`src/rtl/core/slt_pkg.sv`:
```
package slt_pkg;

    // Longest token kept; bytes beyond it are dropped and flagged
    localparam logic [7:0] MAX_TOKEN = 8'd255;

    // Escape tracking codes
    localparam logic [1:0] ESC_NONE = 2'd0;  // no escape pending
    localparam logic [1:0] ESC_BSL  = 2'd1;  // after backslash
    localparam logic [1:0] ESC_X    = 2'd2;  // after \x
    localparam logic [1:0] ESC_H1   = 2'd3;  // after first hex character

    // Characters of interest
    localparam logic [7:0] CH_DELIM_LIM = 8'h21;  // '!': anything below is a delimiter
    localparam logic [7:0] CH_BSL       = 8'h5C;
    localparam logic [7:0] CH_QUOTE     = 8'h22;
    localparam logic [7:0] CH_N         = 8'h6E;
    localparam logic [7:0] CH_R         = 8'h72;
    localparam logic [7:0] CH_T         = 8'h74;
    localparam logic [7:0] CH_ZERO      = 8'h30;
    localparam logic [7:0] CH_X         = 8'h78;

    // Token heads that open string mode (first byte in low lane)
    localparam logic [31:0] HEAD_DOT_QUOTE = 32'h0000_222E;  // ."
    localparam logic [31:0] HEAD_S_QUOTE   = 32'h0000_2273;  // s"
    localparam logic [31:0] HEAD_DT_QUOTE  = 32'h2254_442E;  // .DT"

    // One result item
    typedef struct packed {
        logic [7:0] token_byte;
        logic       byte_valid;
        logic       token_end;
        logic       quoted;
        logic       overflow;
        logic       bad_hex;
    } t_result;

    // Outcome of a \x escape
    typedef struct packed {
        logic       ok;
        logic [7:0] value;
    } t_hex;

    function automatic logic is_hex(input logic [7:0] c);
        return (c inside {[8'h30:8'h39], [8'h61:8'h66], [8'h41:8'h46]});
    endfunction

    function automatic logic [3:0] hex_val(input logic [7:0] c);
        logic [7:0] d;
        if (c inside {[8'h30:8'h39]}) begin
            d = c - 8'h30;
        end else if (c inside {[8'h61:8'h66]}) begin
            d = c - 8'h57;
        end else begin
            d = c - 8'h37;
        end
        return d[3:0];
    endfunction

    // One or two hex digits; a non-hex second character leaves the first alone
    function automatic t_hex resolve_hex(input logic [7:0] first, input logic [7:0] second);
        t_hex r;
        r.ok    = is_hex(first);
        r.value = is_hex(second) ? {hex_val(first), hex_val(second)}
                                 : {4'b0000, hex_val(first)};
        if (!r.ok) begin
            r.value = 8'h00;
        end
        return r;
    endfunction

    // Single-character escapes
    function automatic logic [7:0] escape_byte(input logic [7:0] c);
        logic [7:0] b;
        case (c)
            CH_N:    b = 8'h0A;
            CH_R:    b = 8'h0D;
            CH_T:    b = 8'h09;
            CH_ZERO: b = 8'h00;
            default: b = c;
        endcase
        return b;
    endfunction

endpackage

```
`src/rtl/core/slt_engine.sv`:
```
module slt_engine (
    input  logic             i_clk,
    input  logic             i_rst_n,
    input  logic             i_fire,        // held character is consumed this cycle
    input  logic [7:0]       i_ch,
    input  logic             i_line_end,
    output logic             o_res_valid,   // character produces a result item
    output slt_pkg::t_result o_res
);
    import slt_pkg::*;

    // Tokenizer state
    logic        r_string_mode, n_string_mode;
    logic [1:0]  r_esc,         n_esc;
    logic [7:0]  r_hex_first,   n_hex_first;
    logic        r_skip,        n_skip;
    logic [7:0]  r_len,         n_len;
    logic [31:0] r_head,        n_head;

    logic        have_b;
    logic [7:0]  b;
    logic        tend;
    logic        quoted;
    logic        bad;
    logic        ovf;
    logic        valid;
    logic        clr_tok;
    logic        opens;
    logic [7:0]  len_cur;
    logic [31:0] head_cur;
    t_hex        hx;

    // String-mode trigger on the token as it stands
    assign opens = ((r_len == 8'd2) && ((r_head == HEAD_DOT_QUOTE) || (r_head == HEAD_S_QUOTE)))
                || ((r_len == 8'd4) && (r_head == HEAD_DT_QUOTE));

    // Per-character decode, append and flush
    always_comb begin
        n_string_mode = r_string_mode;
        n_esc         = r_esc;
        n_hex_first   = r_hex_first;
        n_skip        = r_skip;
        have_b        = 1'b0;
        b             = 8'h00;
        tend          = 1'b0;
        quoted        = 1'b0;
        bad           = 1'b0;
        ovf           = 1'b0;
        valid         = 1'b0;
        clr_tok       = 1'b0;
        hx            = '0;

        if (r_skip) begin
            n_skip = 1'b0;
        end else if (r_esc == ESC_BSL) begin
            if (i_ch == CH_X) begin
                n_esc = ESC_X;
            end else begin
                n_esc  = ESC_NONE;
                have_b = 1'b1;
                b      = escape_byte(i_ch);
            end
        end else if (r_esc == ESC_X) begin
            n_hex_first = i_ch;
            n_esc       = ESC_H1;
        end else if (r_esc == ESC_H1) begin
            n_esc  = ESC_NONE;
            hx     = resolve_hex(r_hex_first, i_ch);
            have_b = hx.ok;
            b      = hx.value;
            bad    = !hx.ok;
        end else if (r_string_mode) begin
            if (i_ch == CH_BSL) begin
                n_esc = ESC_BSL;
            end else if (i_ch == CH_QUOTE) begin
                have_b        = 1'b1;
                b             = i_ch;
                tend          = 1'b1;
                quoted        = 1'b1;
                n_string_mode = 1'b0;
                n_skip        = 1'b1;
            end else begin
                have_b = 1'b1;
                b      = i_ch;
            end
        end else if (i_ch < CH_DELIM_LIM) begin
            if (r_len != 8'd0) begin
                tend    = 1'b1;
                clr_tok = 1'b1;
                if (opens) begin
                    n_string_mode = 1'b1;
                end
            end
        end else begin
            have_b = 1'b1;
            b      = i_ch;
        end

        // Line end inside an escape
        if (i_line_end) begin
            if (n_esc == ESC_X) begin
                bad = 1'b1;
            end else if (n_esc == ESC_H1) begin
                hx     = resolve_hex(n_hex_first, 8'h00);
                have_b = hx.ok;
                b      = hx.value;
                bad    = !hx.ok;
            end
        end

        // Append to the token, saturating at MAX_TOKEN
        len_cur  = clr_tok ? 8'd0  : r_len;
        head_cur = clr_tok ? 32'd0 : r_head;
        n_len    = len_cur;
        n_head   = head_cur;
        if (have_b) begin
            if (len_cur < MAX_TOKEN) begin
                if (len_cur < 8'd4) begin
                    n_head = head_cur | ({24'd0, b} << {len_cur[1:0], 3'b000});
                end
                n_len = len_cur + 8'd1;
                valid = 1'b1;
            end else begin
                ovf = 1'b1;
            end
        end

        if (quoted) begin
            n_len  = 8'd0;
            n_head = 32'd0;
        end

        // Line end flushes and returns everything to reset
        if (i_line_end) begin
            if (n_len != 8'd0) begin
                tend = 1'b1;
            end
            n_string_mode = 1'b0;
            n_esc         = ESC_NONE;
            n_hex_first   = 8'h00;
            n_skip        = 1'b0;
            n_len         = 8'd0;
            n_head        = 32'd0;
        end
    end

    assign o_res_valid       = valid | tend | ovf | bad;
    assign o_res.token_byte  = valid ? b : 8'h00;
    assign o_res.byte_valid  = valid;
    assign o_res.token_end   = tend;
    assign o_res.quoted      = quoted;
    assign o_res.overflow    = ovf;
    assign o_res.bad_hex     = bad;

    // State update once per consumed character
    always_ff @(posedge i_clk) begin
        if (!i_rst_n) begin
            r_string_mode <= 1'b0;
            r_esc         <= ESC_NONE;
            r_hex_first   <= 8'h00;
            r_skip        <= 1'b0;
            r_len         <= 8'd0;
            r_head        <= 32'd0;
        end else if (i_fire) begin
            r_string_mode <= n_string_mode;
            r_esc         <= n_esc;
            r_hex_first   <= n_hex_first;
            r_skip        <= n_skip;
            r_len         <= n_len;
            r_head        <= n_head;
        end
    end

endmodule

```
`src/rtl/core/source_line_tokenizer_core.sv`:
```
// Channel | Direction | Transaction
// s_axis  | in        | tdata[7:0] = ch, tlast = line_end
// m_axis  | out       | tdata[7:0] = token_byte, tlast = token_end,
//         |           | tuser[3:0] = {bad_hex, overflow, quoted, byte_valid}
//
// One character per cycle sustained while m_axis accepts results.
// Each character sits in an input register while the tokenizer state is updated,
// and a result, if any, lands in an output register.
// Characters that give no result are consumed without reaching the output.
// m_axis backpressure holds a character in the input register only when it has a
// result and the output register is still full.
// Synchronous active-low reset clears the tokenizer state and both valid flags.
module source_line_tokenizer_core (
    input  logic       i_clk,
    input  logic       i_rst_n,
    input  logic       i_s_axis_tvalid,
    output logic       o_s_axis_tready,
    input  logic [7:0] i_s_axis_tdata,   // [7:0] ch
    input  logic       i_s_axis_tlast,
    output logic       o_m_axis_tvalid,
    input  logic       i_m_axis_tready,
    output logic [7:0] o_m_axis_tdata,   // [7:0] token_byte
    output logic [3:0] o_m_axis_tuser,   // [0] byte_valid, [1] quoted, [2] overflow, [3] bad_hex
    output logic       o_m_axis_tlast
);
    import slt_pkg::*;

    // Input register
    logic       r_in_valid;
    logic [7:0] r_ch;
    logic       r_le;

    // Output register
    logic       r_out_valid;
    t_result    r_out;

    logic       eng_valid;
    t_result    eng_res;
    logic       out_free;
    logic       advance;

    assign out_free        = !r_out_valid || i_m_axis_tready;
    assign advance         = r_in_valid && (!eng_valid || out_free);
    assign o_s_axis_tready = !r_in_valid || advance;

    slt_engine u_engine (
        .i_clk       (i_clk),
        .i_rst_n     (i_rst_n),
        .i_fire      (advance),
        .i_ch        (r_ch),
        .i_line_end  (r_le),
        .o_res_valid (eng_valid),
        .o_res       (eng_res)
    );

    // Capture incoming transaction
    always_ff @(posedge i_clk) begin
        if (!i_rst_n) begin
            r_in_valid <= 1'b0;
        end else if (o_s_axis_tready) begin
            r_in_valid <= i_s_axis_tvalid;
        end
    end

    always_ff @(posedge i_clk) begin
        if (o_s_axis_tready && i_s_axis_tvalid) begin
            r_ch <= i_s_axis_tdata;
            r_le <= i_s_axis_tlast;
        end
    end

    // Result register
    always_ff @(posedge i_clk) begin
        if (!i_rst_n) begin
            r_out_valid <= 1'b0;
        end else if (advance && eng_valid) begin
            r_out_valid <= 1'b1;
        end else if (i_m_axis_tready) begin
            r_out_valid <= 1'b0;
        end
    end

    always_ff @(posedge i_clk) begin
        if (advance && eng_valid) begin
            r_out <= eng_res;
        end
    end

    assign o_m_axis_tvalid = r_out_valid;
    assign o_m_axis_tdata  = r_out.token_byte;
    assign o_m_axis_tlast  = r_out.token_end;
    assign o_m_axis_tuser  = {r_out.bad_hex, r_out.overflow, r_out.quoted, r_out.byte_valid};

endmodule
```
`config.mk`:
```
export PLATFORM = sky130hd
export DESIGN_NAME = source_line_tokenizer_core
export DESIGN_NICKNAME = d
export VERILOG_FILES = /design/src/rtl/core/slt_pkg.sv /design/src/rtl/core/slt_engine.sv /design/src/rtl/core/source_line_tokenizer_core.sv
export SDC_FILE = /design/constraint.sdc
export NUM_CORES = 1
export LEC_CHECK = 0
export BUFFER_PORTS_ARGS = -buffer_cell sky130_fd_sc_hd__buf_2
export CAP_MARGIN = 20
export CORE_AREA = 2 2 116 146
export DETAILED_ROUTE_END_ITERATION = 8
export DIE_AREA = 0 0 118 148
export GPL_ROUTABILITY_DRIVEN = 0
export MAX_ROUTING_LAYER = met4
export SETUP_SLACK_MARGIN = 0.15
export SLEW_MARGIN = 20
export SYNTH_ARGS = -nofsm -noshare
export SYNTH_HDL_FRONTEND = slang
export SYNTH_HIERARCHICAL = 1
export SYNTH_SLANG_ARGS = --single-unit
export TNS_END_PERCENT = 100
```
`constraint.sdc`:
```
create_clock -name i_clk -period 7.7 [get_ports i_clk]
set_clock_uncertainty 0.15 [all_clocks]
set_input_delay 1.54 -clock i_clk [delete_from_list [all_inputs] [get_ports i_clk]]
set_output_delay 1.54 -clock i_clk [all_outputs]
set_load 0.005 [all_outputs]
```
==> results by group <==
CTS
  – Htree depth: 3
  – CTS tree: yes
  – Skew-Pair Late Insertion Delay: 0.35 ns
  – Num CTS Buffers: 9
  – Post-CTS Resized: 0
  – Root buffer cell: clkbuf_16
  – Post-CTS setup buffers: 0
  – Clock sinks: 76
  – Hold Buf Count CTS: 0
  – Clk slew on worst S/H paths: 0.06 ns
  – Clock tree buffer depth: 2

Route
  – Routed vias: 4307
  – Drt first pass iters: 5
  – Wire length per cell: 17.48 um
  – Vias/cell: 5.675
  – Post-Route WL: 13.27 mm
  – DRC Markers: 0
  – Drt first-iter violations: 437
  – Routed Antenna Nets: 0

STA
  – Relative slew slack: 28.12%
  – FMAX: 145.0 MHz
  – Fin. max-slew vios: 0
  – Setup Viol. Count Final: 0
  – Least-Margin Pin Slew: 1.076 ns
  – RSZ-0062 raised after global routing: no
  – Final Cycle Share: 89.54%
  – Final min period: 6.894 ns
  – Setup ws final: 0.8058 ns
  – Final setup TNS: 0 ns
  – Final hold vios: 0

Setup path
  – CP Data Arrival Time: 5.20 ns
  – CP peak stage delay: 0.52 ns
  – Critical Path RT: 6.01 ns
  – Reg2reg end: u_engine/r_head[2]
  – Worst-path cell chain: inv_1 -> ha_1 -> or4b_4 -> a2111o_1 -> or2_1 -> nand2_1 -> inv_1 -> ha_1 -> and3_1 -> nand3_1 -> or3_1 -> o21ai_2 -> inv_2 -> mux2i_1 -> o41ai_2 -> nand4b_1 -> nand4b_4 -> buf_2
  – Setup crit start kind: flip-flop
  – CP Max Fanout: 14
  – Crit Path Class: flip-flop to output pin
  – Slowest CP cell: edfxtp_1
  – R2R setup slack: 0.90 ns
  – R2R cell count: 25
  – CP endpoint kind: output pin
  – Setup crit start: r_ch[0]
  – Launching point of the worst reg2reg path: r_ch[0]

Floorplan
  – Die area: 0.01746 sq mm
  – Die width: 118 um
  – CORE AREA: 0.01607 sq mm
  – Chip height: 148 um
  – Starting Density: 29.61%
  – IO Pins: 28
  – Rows: 52

Synthesis
  – Sequential cell area fraction in the yosys report: 36.60%
  – Yosys cell types: 79
  – Flops & latches, synth: 76
  – Post-Syn Area per Cell: 8.844 sq um
  – Synth Flop Type: dfxtp_1
  – Area of the mapped netlist: 0.004758 sq mm
  – Yosys Warn Count: 6
  – Cell count after synthesis: 538
  – Ys async rst share: 0%
  – Syn nets: 565
  – Number of synthesized flops with an enable pin: 22

Placement
  – Port Buffers: 27
  – Worst slack at placement: 1.061 ns
  – Detailed Place HPWL: 9.335 mm

Hold path
  – Worst Hold End: u_engine/r_head[26]
  – Hold Path Depth: 2
  – Worst Min Path Start: u_engine/r_head[26]
  – Hold Crit Class: flip-flop to flip-flop

Finish
  – ANT cells: 0
  – Area Overhead vs Synth: 10.49%
  – # fillers: 1677
  – Final net count: 565
  – Share of layout cells above drive strength 1: 13.26%

Global routing
  – Largest net degree at the start of global routing: 59
  – Vias in the first global route: 4052
  – Initial antenna violation count: 0
  – First-pass GRT wire length: 21.20 mm
  – Grt ovf: 0
  – Total track usage: 15.63%

Power
  – VDD IR max: 78.92 uV
  – Power, Total: 0.0009677 W
  – Leakage power total: 1.840 nW
  – Pwr Density: 184.1 mW/mm^2

Job
  – Max-cap viol count: 0

Outcome
  – Outcome: finished clean
==> cell families (layout without fill, tap and decap cells) <==
logic type | count (synthesis) | count (layout) | share of synthesized area [%]
AO/OA/AOI/OAI | 165 | 165 | 24.35
multiplexers | 6 | 6 | 1.288
XOR/XNOR | 6 | 6 | 1.105
buffers and inverters | 62 | 67 | 7.231
AND/OR/NAND/NOR | 209 | 209 | 25.74
flip-flops | 76 | 76 | 36.60
adder cells (fa/ha/maj) | 14 | 14 | 3.681
==> synth_stat cells (all sizes together) (4+ instances only) <==
cell type  number  area, sq um
dfxtp          54         1081
nor2b          37        231.5
o21ai          37        192.7
nor2           33        123.9
a22oi          31        232.7
nand2          31        118.9
a21oi          25        147.7
clkbuf         22        122.6
edfxtp         22        660.6
inv            20        75.07
buf            19        136.4
nand3          16        80.08
ha             14        175.2
nand4          12        75.07
a21boi         11        82.58
and2           11        70.07
nor4           10        62.56
nor3            8        40.04
a211oi          7        52.55
a32oi           7        61.31
and3            6        38.79
nand4b          6        67.56
o21bai          6        45.04
mux2i           5        50.05
or2             5        31.28
or3             5        31.28
a31oi           4        25.02
nand2b          4        25.02
nor4b           4        35.03
o211ai          4        30.03
o22ai           4        25.02
o31ai           4        30.03
or4             4        30.03
==> per-stage QoR <==
stage	util [%]	cell area (sq um)	std cells	hold slack, ns
3_3_place_gp	30.64	4925	743	0.2873
5_1_grt	32.72	5258	759	0.3292
4_1_cts	32.72	5258	759	0.3073
3_5_place_dp	30.64	4925	743	0.2994
2_1_floorplan	-	4758	538	0.2807
6_report	32.72	5258	759	0.3077
==> critical path: cells and delay by family (launching register included) <==
| kind | cells | cell delay (ns) |
|---|---|---|
| fa+ha+maj | 2 | 0.49 |
| simple gates | 8 | 2.06 |
| flops | 1 | 0.52 |
| mux | 1 | 0.15 |
| buf+inv | 4 | 0.66 |
| compound gates | 3 | 0.98 |
==> placed cells by master, fill, tap and decap left out, types with 6 or more instances in the layout <==
cell / Yosys / final
dfxtp_1: 54 / 54
nor2b_1: 37 / 37
nor2_1: 33 / 33
o21ai_0: 33 / 33
a22oi_1: 31 / 31
nand2_1: 30 / 30
buf_2: 7 / 27
edfxtp_1: 22 / 22
a21oi_1: 21 / 21
inv_1: 19 / 19
nand3_1: 16 / 16
ha_1: 14 / 14
nand4_1: 12 / 12
clkbuf_16: 0 / 11
and2_1: 10 / 10
nor4_1: 10 / 10
a21boi_1: 8 / 8
nor3_1: 8 / 8
a32oi_1: 7 / 7
a211oi_1: 7 / 7
o21bai_1: 6 / 6
==> worst max path at each step <==
stage	endpoint	slack (ns)	cells past startpoint
after floorplan	o_s_axis_tready	1.96	18
after global placement	u_engine/r_head[10]	1.27	25
after detailed placement	u_engine/r_head[2]	1.06	25
after CTS	o_s_axis_tready	0.83	18
after global routing	u_engine/r_head[2]	0.43	25
final	o_s_axis_tready	0.81	18
==> power breakdown <==
group | internal (W) | switching [W] | total (W)
Sequential | 0.000422 | 0.00000986 | 0.000432
Clock | 0.000300 | 0.000165 | 0.000465
Combinational | 0.0000254 | 0.0000455 | 0.0000709
Total | 0.000747 | 0.000221 | 0.000968
==> metal layers <==
metal / up-vias / track usage, % / routed length (um)
met5: - / - / 0
met4: 0 / 8.434 / 478
met3: 34 / 3.974 / 900
met2: 188 / 23.98 / 6207
met1: 2074 / 18.83 / 5685
li1: 2011 / - / -
==> registers in the layout, indices dropped and copies added, names as in the netlist <==
signal	flops
o_m_axis_tuser	4
o_m_axis_tdata	8
o_m_axis_tvalid	1
r_ch	8
u_engine/r_len	8
u_engine/r_hex_first	8
u_engine/r_string_mode	1
u_engine/r_skip	1
r_le	1
u_engine/r_head	32
r_in_valid	1
u_engine/r_esc	2
o_m_axis_tlast	1
==> final cells by class <==
| type | instances | area, sq um | area share [%] |
|---|---|---|---|
| repair buffers | 31 | 165.2 | 3.141 |
| multi-input cells | 400 | 2673 | 50.83 |
| flip-flops and latches | 76 | 1742 | 33.13 |
| clock inverters | 2 | 36.28 | 0.6901 |
| clock buffers | 14 | 296.5 | 5.640 |
| well taps | 216 | 270.3 | 5.140 |
| inverters | 20 | 75.07 | 1.428 |
(Power assumes the default switching activity.)
